$ cat src/sv/sar_pkg.sv
// Shared types and constants for the spectral affine reconstruction block.
`timescale 1ns / 1ps

package sar_pkg;

    localparam int MAX_REFS_DEF  = 256;
    localparam int MAX_BANDS_DEF = 64;

    localparam int NUM_REFS_W  = 9;
    localparam int NUM_BANDS_W = 7;
    localparam int REF_W       = 8;
    localparam int BAND_W      = 6;
    localparam int SAMPLE_W    = 16;
    localparam int GAIN_W      = 24;
    localparam int OFFSET_W    = 24;
    localparam int PROD_W      = GAIN_W + SAMPLE_W;
    localparam int ACC_W       = PROD_W + 1;
    localparam int APB_AW      = 3;
    localparam int APB_DW      = 32;

    localparam int QUEUE_DEPTH = 2;
    localparam int OFIFO_DEPTH = 8;

    localparam logic [NUM_REFS_W-1:0]  NUM_REFS_RST  = NUM_REFS_W'(256);
    localparam logic [NUM_BANDS_W-1:0] NUM_BANDS_RST = NUM_BANDS_W'(64);

    typedef enum logic {
        MODE_LOAD  = 1'b0,
        MODE_PIXEL = 1'b1
    } mode_t;

    typedef enum logic {
        REG_NUM_REFS  = 1'b0,
        REG_NUM_BANDS = 1'b1
    } cfg_reg_t;

    typedef enum logic {
        BK_IDLE,
        BK_RUN
    } back_state_t;

    typedef struct packed {
        mode_t                       mode;
        logic [REF_W-1:0]            ref_idx;
        logic [BAND_W-1:0]           band;
        logic signed [SAMPLE_W-1:0]  value;
        logic signed [GAIN_W-1:0]    gain;
        logic signed [OFFSET_W-1:0]  offset;
        logic                        ref_ok;
        logic [NUM_BANDS_W-1:0]      bands;
    } item_t;

    typedef struct packed {
        logic signed [SAMPLE_W-1:0] sample;
        logic [BAND_W-1:0]          band;
        logic                       last;
        logic                       ok;
    } out_t;

endpackage

$ cat src/sv/sar_queue.sv
// Short queue of classified transactions between front and back ends.
`timescale 1ns / 1ps

module sar_queue
    import sar_pkg::*;
(
    input  logic  clk,
    input  logic  rst_n,
    input  logic  push,
    input  item_t push_item,
    output logic  full,
    input  logic  pop,
    output logic  valid,
    output item_t head
);

    localparam int PW = (QUEUE_DEPTH > 1) ? $clog2(QUEUE_DEPTH) : 1;
    localparam int CW = $clog2(QUEUE_DEPTH + 1);

    item_t          entry_reg [QUEUE_DEPTH];
    logic [PW-1:0]  wr_ptr_reg;
    logic [PW-1:0]  rd_ptr_reg;
    logic [CW-1:0]  count_reg;

    assign full  = (count_reg == CW'(QUEUE_DEPTH));
    assign valid = (count_reg != '0);
    assign head  = entry_reg[rd_ptr_reg];

    always_ff @(posedge clk or negedge rst_n) begin
        if (!rst_n)
        begin
            wr_ptr_reg <= '0;
            rd_ptr_reg <= '0;
            count_reg  <= '0;
        end
        else
        begin
            if (push)
            begin
                wr_ptr_reg <= (32'(wr_ptr_reg) == QUEUE_DEPTH - 1) ? '0 : wr_ptr_reg + 1'b1;
            end
            if (pop)
            begin
                rd_ptr_reg <= (32'(rd_ptr_reg) == QUEUE_DEPTH - 1) ? '0 : rd_ptr_reg + 1'b1;
            end
            count_reg <= count_reg + CW'(push) - CW'(pop);
        end
    end

    always_ff @(posedge clk) begin
        if (push)
        begin
            entry_reg[wr_ptr_reg] <= push_item;
        end
    end

endmodule

$ cat config.mk
export PLATFORM = sky130hd
export DESIGN_NAME = sar_queue
export DESIGN_NICKNAME = d
export VERILOG_FILES = /design/src/sv/sar_pkg.sv /design/src/sv/sar_queue.sv
export SDC_FILE = /design/constraint.sdc
export NUM_CORES = 1
export LEC_CHECK = 0
export BUFFER_PORTS_ARGS = -buffer_cell sky130_fd_sc_hd__buf_2
export CORE_MARGIN = 2
export CORE_UTILIZATION = 52
export DETAILED_ROUTE_END_ITERATION = 8
export HOLD_SLACK_MARGIN = 0.08
export PLACE_DENSITY = 0.79
export SLEW_MARGIN = 10
export SYNTH_ARGS = -nofsm -noshare
export SYNTH_HDL_FRONTEND = slang
export SYNTH_SLANG_ARGS = --single-unit
$ cat constraint.sdc
create_clock -name clk -period 5.8 [get_ports clk]
set_input_delay 0.87 -clock clk [delete_from_list [all_inputs] [get_ports clk]]
set_output_delay 0.87 -clock clk [all_outputs]
set_load 0.03 [all_outputs]
==> out/results.ini <==
[clock_network]
numCtsBuffers = 17
cts_tree = built
path_clk_slew_ps = 60
post-cts-setup-buffers = 0
hold_buffers = 0
cts_resized = 0
root_buffer = clkbuf_16
clkLatencyLatePin_ps = 420
h-tree-depth = 4
clock-sinks = 178
cts_buffer_depth = 2

[logic_synthesis]
synth_fa_ha_area_share_pct = 0.382
synth_top_family_by_area = multiplexers
synth_top_cell_area_share_pct = 79.7
synthSimpleGateAreaFrac_pct = 0.382
synth_mux_area_share_pct = 16.1
synth-xor-area-share_pct = 0.630
netlist_area_um2 = 6550
syn_nets = 379
synth_compound_area_share_pct = 0
avgSynthCellArea_um2 = 22.9
synth_largest_area_cell = edfxtp_1
synth.ff_latch_count = 178
yosysSeqAreaShare_pct = 81.3
ys_warn_count = 0
synth.area.top_cells = edfxtp_1 (80%), mux2_2 (12%), mux2_4 (4.6%), dfrtp_1 (1.5%), buf_6 (0.69%)
synthCells = 286
yosysUniqueCellTypes = 13

[floorplanning]
num_rows = 41
dieArea_um2 = 13500
start_util_pct = 52.6
io_pins = 180
dieWidth_um = 116
coreArea_um2 = 12500
die_h_um = 116

[place]
numPortBuffers = 179
place_area_um2 = 7630
dp_slack_ps = 2800
routabilityCongestion = 0.704
numPlacedInstances = 630
dp_hpwl_mm = 7.34

[worst_setup_path]
crit_required_ps = 4930
path_class = flop to output pin
worstPathArrival_ps = 2530
path_max_fanout = 51
critPathCaptureType = output pin
crit_path_start_kind = flop

[final_layout]
syn2layout_area_growth_pct = 25.7
layout_common_cells = buf_2 (179), edfxtp_1 (174), mux2_2 (67), mux2_4 (20), clkbuf_16 (17)
largest_register_ffs = 174
final_cell_area_um2 = 8240
fin_util_pct = 66.1
fin_cells = 661
final_nets = 570
drive_gt1_share_pct = 61.6
final_common_cell = buf_2
diodes = 0

[sta]
postLayoutSetupSlackWorst_ps = 2400
rsz0062_at_grt = false
fin_skew_ps = 5.52
setup_tns_ps = 0
hold-worst-slack_ps = 249
drv_slew = 0
relSlewSlack_pct = 44.9
period_minus_slack_ps = 3400
min_period_over_period_pct = 58.6
clock.fmax_mhz = 294
worst_pin_slew_ps = 827
setup_viol = 0
finalHoldViolations = 0

[pwr]
p_leak_nw = 3.18
total_power_mw = 4.48
powerDensity_nw_per_um2 = 544
vdd_drop_max_mv = 0.344

[detailed_routing]
routedWlPerCell_um = 17.2
antenna_left = 0
drc = 0
drt_iter0_drc = 193
viasPerCell = 4.96
routed_wl_mm = 11.4
vias = 3280
firstDrtPassIters = 4

[grt]
grt_max_degree = 61
antenna_found_initial = 0
grt_pass1_wl_mm = 16.8
grt_usage_pct = 17.2
grt-ovfl-total = 0
grt_pass1_vias = 3497

[status]
status = finished, final reports clean

[hold_path]
hp-class = input pin to asynchronous set/reset pin

[run]
cap_violations = 0

[critical path, stage by stage, from the launching register on]
cell and delay [ps]:
dfrtp_4 900, buf_4 600, mux2_2 410, buf_2 180
[layer usage]
| metal | routed length [um] | GRT usage (%) | vias to the layer above |
|---|---|---|---|
| li1 | - | - | 1521 |
| met2 | 5830 | 29.8 | 135 |
| met5 | 0 | 0 | - |
| met3 | 1040 | 7.52 | 21 |
| met1 | 4250 | 17.9 | 1603 |
| met4 | 265 | 8.41 | 0 |
[path summary, 6_finish.rpt]
kind	cells after the start	start	end	slack [ps]
max in group asynchronous	1	rst_n	rd_ptr_reg	5410
setup reg to reg	2	wr_ptr_reg	entry_reg[0][55]	3520
hold reg to reg	1	wr_ptr_reg	wr_ptr_reg	550
setup / recovery	3	rd_ptr_reg	head[36]	2400
min in group clk	1	wr_ptr_reg	wr_ptr_reg	550
hold / removal	1	rst_n	count_reg[1]	250
[cells by family after synthesis]
family,after synthesis
DFF,178
buffers and inverters,12
and+or+nand+nor,4
xor gates and xnor gates,3
muxes,87
adders and majority gates,2
[area by class of cell]
class,count,area [um2]
clock buffers,18,429
multi-input cells,96,1160
flip-flops and latches,178,5330
clock inverters,13,184
inverters,2,7.51
fillers,879,4230
well taps,172,215
repair buffers,182,918
[cell usage after synthesis]
master    instances
and2_1            1
buf_2             6
buf_6             4
dfrtp_1           4
edfxtp_1        174
ha_1              2
inv_1             2
mux2_2           67
mux2_4           20
nor2b_1           2
or2_2             1
xor2_1            2
xor3_1            1
[report_power, final]
group          total, mW  switching (mW)  internal, mW
Sequential          1.85           0.135          1.71
Clock               1.17           0.455         0.718
Combinational       1.46           0.922         0.541
Total               4.48            1.51          2.97
Power figures use the tool's default switching activity.
