**src/sv/sar_pkg.sv**
```systemverilog
// Shared types and constants for the spectral affine reconstruction block.
`timescale 1ns / 1ps

package sar_pkg;

    localparam int MAX_REFS_DEF  = 256;
    localparam int MAX_BANDS_DEF = 64;

    localparam int NUM_REFS_W  = 9;
    localparam int NUM_BANDS_W = 7;
    localparam int REF_W       = 8;
    localparam int BAND_W      = 6;
    localparam int SAMPLE_W    = 16;
    localparam int GAIN_W      = 24;
    localparam int OFFSET_W    = 24;
    localparam int PROD_W      = GAIN_W + SAMPLE_W;
    localparam int ACC_W       = PROD_W + 1;
    localparam int APB_AW      = 3;
    localparam int APB_DW      = 32;

    localparam int QUEUE_DEPTH = 2;
    localparam int OFIFO_DEPTH = 8;

    localparam logic [NUM_REFS_W-1:0]  NUM_REFS_RST  = NUM_REFS_W'(256);
    localparam logic [NUM_BANDS_W-1:0] NUM_BANDS_RST = NUM_BANDS_W'(64);

    typedef enum logic {
        MODE_LOAD  = 1'b0,
        MODE_PIXEL = 1'b1
    } mode_t;

    typedef enum logic {
        REG_NUM_REFS  = 1'b0,
        REG_NUM_BANDS = 1'b1
    } cfg_reg_t;

    typedef enum logic {
        BK_IDLE,
        BK_RUN
    } back_state_t;

    typedef struct packed {
        mode_t                       mode;
        logic [REF_W-1:0]            ref_idx;
        logic [BAND_W-1:0]           band;
        logic signed [SAMPLE_W-1:0]  value;
        logic signed [GAIN_W-1:0]    gain;
        logic signed [OFFSET_W-1:0]  offset;
        logic                        ref_ok;
        logic [NUM_BANDS_W-1:0]      bands;
    } item_t;

    typedef struct packed {
        logic signed [SAMPLE_W-1:0] sample;
        logic [BAND_W-1:0]          band;
        logic                       last;
        logic                       ok;
    } out_t;

endpackage

```
**src/sv/sar_front.sv**
```systemverilog
// Front end: configuration registers, input acceptance and item classification.
`timescale 1ns / 1ps

module sar_front
    import sar_pkg::*;
#(
    parameter int MAX_REFS  = MAX_REFS_DEF,
    parameter int MAX_BANDS = MAX_BANDS_DEF
) (
    input  logic                       clk,
    input  logic                       rst_n,
    input  logic                       psel,
    input  logic                       penable,
    input  logic                       pwrite,
    input  logic [APB_AW-1:0]          paddr,
    input  logic [APB_DW-1:0]          pwdata,
    output logic [APB_DW-1:0]          prdata,
    output logic                       pready,
    input  logic                       in_valid,
    output logic                       in_ready,
    input  logic                       mode,
    input  logic [REF_W-1:0]           spectrum_index,
    input  logic [BAND_W-1:0]          band_index,
    input  logic signed [SAMPLE_W-1:0] load_value,
    input  logic signed [GAIN_W-1:0]   gain,
    input  logic signed [OFFSET_W-1:0] offset,
    input  logic                       q_full,
    output logic                       q_push,
    output item_t                      q_item
);

    logic [NUM_REFS_W-1:0]  num_refs_reg;
    logic [NUM_BANDS_W-1:0] num_bands_reg;
    logic                   cfg_wr;
    cfg_reg_t               cfg_sel;
    logic                   ref_ok;
    logic [NUM_BANDS_W-1:0] bands;

    assign pready  = 1'b1;
    assign cfg_sel = cfg_reg_t'(paddr[2]);
    assign cfg_wr  = psel && penable && pwrite && pready;

    always_ff @(posedge clk or negedge rst_n) begin
        if (!rst_n)
        begin
            num_refs_reg  <= NUM_REFS_RST;
            num_bands_reg <= NUM_BANDS_RST;
        end
        else if (cfg_wr)
        begin
            unique case (cfg_sel)
                REG_NUM_REFS:  num_refs_reg  <= pwdata[NUM_REFS_W-1:0];
                REG_NUM_BANDS: num_bands_reg <= pwdata[NUM_BANDS_W-1:0];
                default: ;
            endcase
        end
    end

    always_comb
    begin
        unique case (cfg_sel)
            REG_NUM_REFS:  prdata = APB_DW'(num_refs_reg);
            REG_NUM_BANDS: prdata = APB_DW'(num_bands_reg);
            default:       prdata = '0;
        endcase
    end

    // Classify: reference in range, band count clamped to the store width.
    assign ref_ok = (NUM_REFS_W'(spectrum_index) < num_refs_reg) &&
                    (32'(spectrum_index) < 32'(MAX_REFS));
    assign bands  = (32'(num_bands_reg) > 32'(MAX_BANDS)) ?
                    NUM_BANDS_W'(MAX_BANDS) : num_bands_reg;

    assign in_ready = !q_full;
    assign q_push   = in_valid && in_ready;

    always_comb
    begin
        q_item.mode    = mode_t'(mode);
        q_item.ref_idx = spectrum_index;
        q_item.band    = band_index;
        q_item.value   = load_value;
        q_item.gain    = gain;
        q_item.offset  = offset;
        q_item.ref_ok  = ref_ok;
        q_item.bands   = bands;
    end

endmodule

```
**config.mk**
```make
export PLATFORM = sky130hd
export DESIGN_NAME = sar_front
export DESIGN_NICKNAME = d
export VERILOG_FILES = /design/src/sv/sar_pkg.sv /design/src/sv/sar_front.sv
export SDC_FILE = /design/constraint.sdc
export NUM_CORES = 1
export LEC_CHECK = 0
export BUFFER_PORTS_ARGS = -buffer_cell sky130_fd_sc_hd__clkbuf_2
export CORE_AREA = 2 2 95 97
export DETAILED_ROUTE_END_ITERATION = 10
export DIE_AREA = 0 0 97 99
export PLACE_DENSITY = 0.68
export SYNTH_ARGS = -nofsm -noshare
export SYNTH_HDL_FRONTEND = slang
export SYNTH_SLANG_ARGS = --single-unit
```
**constraint.sdc**
```tcl
create_clock -name clk -period 2.05 [get_ports clk]
set_clock_uncertainty 0.15 [all_clocks]
set_input_delay 0.41 -clock clk [delete_from_list [all_inputs] [get_ports clk]]
set_output_delay 0.41 -clock clk [all_outputs]
set_load 0.05 [all_outputs]
```
==> flow_summary_export.csv <==
group,metric,value,unit
placement,portBuffers,51,
global_route,grt_pass1_vias,992,
final_layout,layout_common_cells,"clkbuf_2, conb_1, mux2_2",
critical_path,criticalPathCategory,"register to output pin",
floorplanning,io_pins,243,
detailed_routing,drtIter0Drc,18,
logic_synthesis,synth.yosys.warnings,0,
detailed_routing,drt-vias-per-instance,3.57,
logic_synthesis,synth_area_leaders,"buf_4, dfrtp_1, mux2_2",
logic_synthesis,synth_area_per_cell,9.03,um^2
timing,hold_viol,0,
global_route,grt.overflow.total,0,
logic_synthesis,synth_top_area_frac,0.450,
clock_network,numCtsBuffers,3,
power_and_ir_drop,ir_drop,612,uV
timing,finalCritPeriodShare,1.08,
timing,setup_violations,1,
detailed_routing,drc,0,
final_layout,final_common_cell,"clkbuf_2",
final_layout,syn2layout_area_growth,-9.81,%
timing,rsz0062_at_grt,"yes",
critical_path,crit_arrival,1.64,ns
job,maxCapViolations,0,
logic_synthesis,mappedNetlistArea,1730,um^2
final_layout,design_area,1560,um^2
final_layout,nets,296,
final_layout,antenna_cells,0,
final_layout,largest_reg_flops,9,
floorplanning,rows,34,
timing,slew_violations,0,
critical_path,start_kind,"register",
run_status,violations,"negative setup slack",
clock_network,clkTransAtPathRegs,0.06,ns
critical_path,endpoint_kind,"output pin",
power_and_ir_drop,total_power,1.54,mW
logic_synthesis,ys_seq_elements,16,
global_route,track_usage,0.0877,
global_route,grt_max_degree,17,
global_route,grt_pass1_wl,6290,um
global_route,use_met3,0.0716,
global_route,met1_usage,0.0678,
hold_path,min_path_type,"input port to register",
placement,place_area,1450,um^2
timing,worst_hold_slack,0.245,ns
floorplanning,initial_core_util,0.203,
timing,setup_ws,-0.154,ns
global_route,antenna_found_initial,0,
clock_network,clkLatencyLatePin,0.25,ns
global_route,top_usage_layer,"met2",
clock_network,root_buffer,"clkbuf_8",
floorplanning,die_w,97,um
floorplanning,die_h,99,um
timing,fin_crit,2.20,ns
detailed_routing,detailroute.via_count,982,
final_layout,drive_above_1_share,0.533,
placement,dp_slack,-0.152,ns
floorplanning,core,8550,um^2
power_and_ir_drop,power_per_cell_area,983,nW/um^2
detailed_routing,antenna_left,0,
logic_synthesis,synth.largest_area_cell,"buf_4",
final_layout,utilization,0.183,
timing,max_freq,454,MHz
logic_synthesis,synthCells,192,
critical_path,crit_required,1.49,ns
logic_synthesis,yosysSeqAreaShare,0.232,
clock_network,cts_max_level,1,
critical_path,crit_fanout,2,
logic_synthesis,synth_cell_type_count,21,
run_status,status,"complete, but fails checks",
detailed_routing,wirelength,4470,um
clock_network,cts_buffer_depth,2,
placement,place.gp.congestion,0.737,
clock_network,numClockSinks,16,
detailed_routing,first_pass_iters,4,
global_route,met2_usage,0.143,
clock_network,cts_tree,"done",
detailed_routing,wire_per_inst,16.2,um
placement,hpwl,4000,um
floorplanning,die_area,9600,um^2
power_and_ir_drop,power.leakage,0.794,nW
-- cell families after synthesis --
| kind of cell | after synthesis | share of synthesized area |
|---|---|---|
| compound gates | 13 | 0.0440 |
| other cells | 2 | 0.00433 |
| mux | 17 | 0.110 |
| fa+ha+maj | 7 | 0.0505 |
| buf+inv | 116 | 0.481 |
| flops | 16 | 0.232 |
| simple gates | 21 | 0.0779 |
-- timing repair --
item | in CTS | in global routing
endpoints found under the setup margin | 1 | 1
gates resized for setup | 4 | 5
hold buffers | 1 | 0
endpoints found under the hold margin | 14 | 0
pin swaps | 3 | 3
setup buffers | 0 | 1
-- per-layer routing --
layer  part of all wire  up-vias  wire (um)
met5             0.0065        -         29
met4              0.065        2        292
met3               0.20       22        885
met2               0.48      109       2120
met1               0.25      411       1140
li1                   -      438          -
-- Yosys cell counts, drive strengths merged --
library cell	instances
dfstp	2
dfrtp	14
conb	2
o21ai	7
a211oi	1
buf	105
a21o	1
a21oi	2
a2bb2oi	1
mux2	17
nor2	1
nand4b	2
inv	9
o211ai	1
nand2	8
ha	7
nand4	1
nor2b	9
clkbuf	2
-- worst max-delay path, stage by stage, from the launching register on --
cell       delay (ns)
dfrtp_1          0.39
inv_2            0.09
ha_4             0.20
a21o_1           0.16
a21oi_2          0.15
a2bb2oi_2        0.15
buf_4            0.13
buf_12           0.12
-- power by group --
group,total (mW),internal (mW),switching [mW]
clock network,0.276,0.170,0.106
registers,0.446,0.393,0.0529
logic,0.815,0.251,0.564
-- worst paths after layout --
check	from	endpoint	slack, ns	cells past startpoint
min in group asynchronous	rst_n	num_bands_reg[4]	0.46	2
worst min register to register	num_refs_reg[4]	num_refs_reg[4]	0.35	1
worst max-delay path	num_refs_reg[6]	q_item[7]	-0.15	7
max in group asynchronous	rst_n	num_bands_reg[6]	0.97	2
worst min-delay path	pwdata[8]	num_refs_reg[8]	0.25	2
worst max register to register	num_refs_reg[2]	num_refs_reg[2]	1.03	2
-- per-stage QoR --
step / TNS (ns) / instances
2_1_floorplan: -1.06 / 214
3_3_place_gp: -0.113 / 269
3_5_place_dp: -0.152 / 269
4_1_cts: -0.228 / 274
5_1_grt: -0.215 / 275
6_report: -0.154 / 275
-- cell type report --
cell class	count	area, um^2
clock buffers	4	55.1
fillers	946	6990
inverters	9	33.8
multi-input cells	82	627
flip-flops and latches	16	403
well taps	108	135
repair buffers	56	310
(Power assumes the default switching activity.)
